`config.mk`:
```
export PLATFORM = sky130hd
export DESIGN_NAME = mvsm_voice_bank
export DESIGN_NICKNAME = d
export VERILOG_FILES = /design/src/rtl/mvsm_pkg.sv /design/src/rtl/mvsm_voice_bank.sv
export SDC_FILE = /design/constraint.sdc
export NUM_CORES = 1
export LEC_CHECK = 0
export ABC_AREA = 0
export BUFFER_PORTS_ARGS = -buffer_cell sky130_fd_sc_hd__buf_2
export CAP_MARGIN = 20
export CORE_MARGIN = 4
export CORE_UTILIZATION = 40
export DETAILED_ROUTE_END_ITERATION = 8
export GPL_ROUTABILITY_DRIVEN = 0
export SYNTH_ARGS = -nofsm -noshare
export SYNTH_HDL_FRONTEND = slang
export SYNTH_SLANG_ARGS = --single-unit
```
`constraint.sdc`:
```
create_clock -name clk -period 2.8 [get_ports clk]
set_clock_uncertainty 0.1 [all_clocks]
set_input_delay 0.56 -clock clk [delete_from_list [all_inputs] [get_ports clk]]
set_output_delay 0.56 -clock clk [all_outputs]
set_load 0.03 [all_outputs]
```
`src/rtl/mvsm_pkg.sv`:
```
// Shared constants, types and codes of the multi-voice sample mixer.
package mvsm_pkg;

	// Voice bank size and position counter width
	localparam int VOICES        = 8;
	localparam int POSITION_BITS = 24;
	localparam int VIDX_W        = (VOICES > 1) ? $clog2(VOICES) : 1;

	// Fixed field widths
	localparam int SAMPLE_W   = 16;
	localparam int GAIN_W     = 16;
	localparam int LEN_W      = 24;
	localparam int MASK_W     = 8;
	localparam int COUNT_W    = 4;
	localparam int ASSIGN_W   = 3;
	localparam int CFG_IDX_W  = 1;
	localparam int CFG_DATA_W = 16;

	// Arithmetic widths: sample times gain, scaled term, voice sum
	localparam int FRAC_BITS = 15;
	localparam int PROD_W    = SAMPLE_W + GAIN_W + 1;
	localparam int TERM_W    = SAMPLE_W + 1;
	localparam int SUM_W     = TERM_W + $clog2(VOICES + 1) + 1;

	// Register reset values
	localparam logic [GAIN_W-1:0] GAIN_RESET = 16'h8000;

	// Configuration register indexes
	localparam logic [CFG_IDX_W-1:0] CFG_GAIN   = 1'b0;
	localparam logic [CFG_IDX_W-1:0] CFG_OUT_EN = 1'b1;

	// Input item actions
	localparam logic ACT_START = 1'b0;
	localparam logic ACT_MIX   = 1'b1;

	// Types
	typedef logic signed [SAMPLE_W-1:0] sample_t;
	typedef logic [POSITION_BITS-1:0]   pos_t;
	typedef logic [VOICES-1:0]          vmask_t;
	typedef logic [VIDX_W-1:0]          vidx_t;
	typedef logic signed [PROD_W-1:0]   prod_t;
	typedef logic signed [TERM_W-1:0]   term_t;
	typedef logic signed [SUM_W-1:0]    sum_t;
	typedef logic [COUNT_W-1:0]         count_t;

	// Term and output limits and truncation bias toward zero
	localparam prod_t TERM_MAX  = prod_t'(32768);
	localparam prod_t TERM_MIN  = -prod_t'(32768);
	localparam prod_t TRUNC_BIAS = prod_t'((1 << FRAC_BITS) - 1);
	localparam sum_t  OUT_MAX   = sum_t'(32767);
	localparam sum_t  OUT_MIN   = -sum_t'(32768);

	// Mask with every existing voice set
	localparam logic [MASK_W-1:0] FULL_MASK = MASK_W'((1 << VOICES) - 1);

	// Voice bank status for the item in the first stage
	typedef struct packed {
		vmask_t sound;    // voices that add their sample this frame
		vmask_t mask;     // voices active after this item
		vidx_t  assigned; // voice claimed by a start
		logic   full;     // start found no free voice
	} voice_stat_t;

endpackage

```
`src/rtl/mvsm_voice_bank.sv`:
```
// Voice state: allocation, position tracking and end-of-sound release.
module mvsm_voice_bank (
	input  logic                                  clk,
	input  logic                                  arst_n,
	input  logic                                  step,
	input  logic                                  action,
	input  logic [mvsm_pkg::LEN_W-1:0]            sound_length,
	output mvsm_pkg::voice_stat_t                 stat
);

	logic                  act_q [mvsm_pkg::VOICES];
	mvsm_pkg::pos_t        pos_q [mvsm_pkg::VOICES];
	mvsm_pkg::pos_t        len_q [mvsm_pkg::VOICES];
	mvsm_pkg::vmask_t      act_vec;
	mvsm_pkg::vmask_t      ends;
	mvsm_pkg::vmask_t      sound;
	mvsm_pkg::vidx_t       sel;
	logic                  found;

	// Classify each voice for a mix frame
	always_comb begin
		for (int v = 0; v < mvsm_pkg::VOICES; v++) begin
			act_vec[v] = act_q[v];
			ends[v]    = act_q[v] && (pos_q[v] >= len_q[v]);
			sound[v]   = act_q[v] && !(pos_q[v] >= len_q[v]);
		end
	end

	// Find the lowest free voice
	always_comb begin
		found = 1'b0;
		sel   = '0;
		for (int v = mvsm_pkg::VOICES - 1; v >= 0; v--) begin
			if (!act_q[v]) begin
				found = 1'b1;
				sel   = mvsm_pkg::vidx_t'(v);
			end
		end
	end

	// Report status after this item
	always_comb begin
		if (action == mvsm_pkg::ACT_START) begin
			stat.sound    = '0;
			stat.mask     = act_vec | (found ? (mvsm_pkg::vmask_t'(1) << sel) : '0);
			stat.assigned = found ? sel : '0;
			stat.full     = !found;
		end else begin
			stat.sound    = sound;
			stat.mask     = act_vec & ~ends;
			stat.assigned = '0;
			stat.full     = 1'b0;
		end
	end

	// Claim, advance and release voices
	always_ff @(posedge clk or negedge arst_n) begin
		if (!arst_n) begin
			for (int v = 0; v < mvsm_pkg::VOICES; v++) begin
				act_q[v] <= 1'b0;
				pos_q[v] <= '0;
				len_q[v] <= '0;
			end
		end else if (step) begin
			if (action == mvsm_pkg::ACT_START) begin
				if (found) begin
					act_q[sel] <= 1'b1;
					pos_q[sel] <= '0;
					len_q[sel] <= mvsm_pkg::pos_t'(sound_length);
				end
			end else begin
				for (int v = 0; v < mvsm_pkg::VOICES; v++) begin
					if (ends[v]) begin
						act_q[v] <= 1'b0;
					end
					if (sound[v]) begin
						pos_q[v] <= pos_q[v] + mvsm_pkg::pos_t'(1);
					end
				end
			end
		end
	end

endmodule

```
==> out/qor.yml <==
status:
  status: "finished, violations left"
  violations: "design-rule violations, negative setup slack"
setup_path:
  critical_path_class: "flip-flop to output port"
  rr_startpoint: "pos_q[153]$_DFFE_PN0P_"
  cp-end-kind: "output port"
  crit_path_start_kind: "flip-flop"
  critical_path.max_fanout: 3
  crit_path_start: "pos_q[96]$_DFFE_PN0P_"
  required_ns: 2.14
  crit_arrival_ns: 2.75
final_layout:
  drive_gt1_frac: 0.226
  fin_nets: 3187
  utilization: 0.513
  syn_to_final_growth_pct: 27.2
  n_antenna_cell: 0
  design_area_sq_um: 29500
clock_tree:
  cts.reportedPaths.clkPinSlew_ns: 0.06
  cts.sinks: 392
  htree_levels: 2
  cts_buffers: 46
  clockBufferDepth: 3
  clk_latency_ns: 0.59
  cts_root_buffer: "clkbuf_16"
  cts_tree: "built"
route:
  wl_per_cell_um: 19.4
  wl_mm: 73.1
  ant_nets: 0
  vias: 21400
  viasPerCell: 5.68
  drt_iter0_drc: 1687
  drtPass1Iterations: 8
  drc: 1
yosys:
  yosys_warnings: 0
  synthArstFlopShare: 1.00
  ys.flop_type: "dfrtp_1"
  synth_area_per_cell_sq_um: 8.72
  yosysSeqAreaShare: 0.422
  post_synth_instance_area_sq_um: 23200
  synth.ff_latch_count: 392
  syn_inst: 2664
  synth_nets: 2892
  synth_cell_types: 74
  synth_edf_count: 0
die:
  die_w_um: 249
  start_util: 0.403
  die-height_um: 249
  ios: 48
  core_area_sq_um: 57600
  rows: 88
  die_area_sq_um: 62000
grt:
  grt-ovfl-total: 0
  grt_antenna_before_repair: 3
  grt_first_pass_wirelength_mm: 114
  grt_usage: 0.227
  grt_max_degree: 85
  grt_pass1_vias: 20600
power_and_ir_drop:
  power.total_uw: 17600
  vdd_ir_drop_max_v: 0.000437
  internal_power_uw: 12200
  p_seq_frac: 0.383
  comb_power_share: 0.249
  cellPowerDensity_nw_per_um2: 596
  leakage_uw: 0.0135
  pwr-share-clk: 0.368
  swShare: 0.307
  p_switching_uw: 5400
placement:
  dpl_cell_area_sq_um: 26200
  io_buffers: 47
  preCtsSetupSlack_ns: -0.271
  hpwl_mm: 49.9
sta:
  setup_viol: 16
  worst_slew_pin_slew_ns: 0.636
  layout_setup_ws_ns: -0.612
  hold_viol: 0
  grt_setup_unrepaired: "true"
  slew_violations: 0
  fmax_ghz: 0.293
  finalCriticalPeriod_ns: 3.41
  maxSlewHeadroom: 0.571
  tns_ns: -7.70
  min_period_over_period: 1.22
min_path:
  hp-class: "primary input to flip-flop"
  hold_path_startpoint: "sound_length[1]"
job:
  cap_violations: 0
critical path, stage by stage, from the launching register on:
cell and delay (ns):
dfrtp_1 0.40, inv_2 0.08, ha_4 0.19, nand2b_4 0.13, a2111o_1 0.37, a311oi_2 0.24, nand2_1 0.14, a21boi_4 0.22
o22a_2 0.25, buf_6 0.15
what timing repair did:
item | CTS | global route
gates cloned | 3 | 7
endpoints found under the hold margin | 41 | 0
buffers inserted | 31 | 26
endpoints found under the setup margin | 68 | 129
hold buffers | 1 | 0
pin swaps | 81 | 64
gates resized for setup | 152 | 132
synth_stat cells (all sizes together), types with 9 or more instances:
| cell | count | share of area |
|---|---|---|
| a211o | 9 | 0.0034 |
| a211oi | 9 | 0.0031 |
| a21o | 19 | 0.0061 |
| a21oi | 107 | 0.023 |
| a31oi | 45 | 0.012 |
| and2 | 33 | 0.0089 |
| and3 | 37 | 0.010 |
| and4 | 28 | 0.011 |
| buf | 72 | 0.017 |
| clkbuf | 60 | 0.0098 |
| dfrtp | 392 | 0.42 |
| ha | 200 | 0.11 |
| inv | 216 | 0.035 |
| mux2 | 10 | 0.0048 |
| mux2i | 11 | 0.0047 |
| nand2 | 368 | 0.059 |
| nand2b | 24 | 0.0068 |
| nand3 | 100 | 0.022 |
| nand4 | 64 | 0.018 |
| nor2 | 149 | 0.024 |
| nor2b | 23 | 0.0062 |
| nor3 | 41 | 0.0093 |
| nor4 | 25 | 0.0083 |
| o21a | 10 | 0.0032 |
| o21ai | 388 | 0.084 |
| o22a | 11 | 0.0041 |
| o31ai | 105 | 0.035 |
| o41ai | 27 | 0.011 |
area by class of cell:
| cell class | instances | area [sq um] |
|---|---|---|
| well taps | 765 | 957 |
| fillers | 5160 | 28000 |
| flip-flops and latches | 392 | 9820 |
| repair buffers | 377 | 3140 |
| inverters | 216 | 811 |
| clock inverters | 20 | 259 |
| multi-input cells | 1926 | 13200 |
| clock buffers | 66 | 1380 |
flip-flops by register name (all words and copies together), names as in the netlist:
register / cells
len_q: 192
pos_q: 192
act_q: 8
routing by layer:
| layer | share of wire | vias up | wire length, um | GRT usage |
|---|---|---|---|---|
| li1 | - | 10200 | - | - |
| met1 | 0.44 | 10400 | 32500 | 0.314 |
| met2 | 0.45 | 633 | 32900 | 0.357 |
| met3 | 0.065 | 153 | 4770 | 0.0430 |
| met4 | 0.039 | 2 | 2850 | 0.0825 |
| met5 | 0.00021 | - | 15 | 0 |
final timing paths:
check                                              end  slack, ns  cells after the start
worst max register to register  pos_q[167]$_DFFE_PN0P_       0.08                     11
worst max-delay path                           stat[7]      -0.61                      9
max in group asynchronous        len_q[59]$_DFFE_PN0P_       1.38                      3
worst min register to register   pos_q[95]$_DFFE_PN0P_       0.39                      1
worst min-delay path             len_q[97]$_DFFE_PN0P_       0.30                      3
min in group asynchronous       pos_q[134]$_DFFE_PN0P_       0.40                      2
logic make-up (layout without fill, tap and decap cells):
| kind of cell | after synthesis | count (layout) | synth area share |
|---|---|---|---|
| mux | 21 | 21 | 0.00959 |
| flops | 392 | 392 | 0.422 |
| fa+ha+maj | 200 | 200 | 0.108 |
| simple gates | 914 | 914 | 0.190 |
| compound gates | 789 | 791 | 0.209 |
| buf+inv | 348 | 679 | 0.0615 |
cells in the final DEF (no fill, tap or decap), types with 10 or more instances in the layout:
master,count
ha_1,170
o21ai_0,342
nand4_1,63
nor3_1,33
o21ai_1,32
buf_2,30
mux2i_1,11
inv_1,194
ha_4,29
o41ai_2,10
inv_2,22
mux2_2,10
clkinv_2,11
nor4_1,11
and2_1,18
dfrtp_1,384
nand2b_1,19
and3_1,37
a31oi_1,44
buf_12,16
nor2_1,141
clkbuf_16,53
buf_4,298
o31ai_1,97
o41ai_1,15
o21ai_2,13
nand2_1,364
a21o_1,18
a21oi_2,18
buf_6,26
nand3_1,99
a21oi_1,82
and4_1,27
nor2b_1,23
nor4_2,12
power by group through the flow:
stage               Clock, uW  Sequential, uW  Combinational (uW)
floorplan                   0            6880                2150
global placement            0            6810                3640
detailed placement          0            6820                3790
CTS                      6620            6730                4110
global route             6840            6820                4870
finish                   6490            6740                4380
through the flow:
stage | instances | hold slack [ns]
2_1_floorplan | 2664 | 0.164
3_3_place_gp | 3623 | 0.368
3_5_place_dp | 3623 | 0.373
4_1_cts | 3740 | 0.269
5_1_grt | 3762 | 0.298
6_report | 3762 | 0.302
Note: power is estimated with default switching activity, not from simulation.
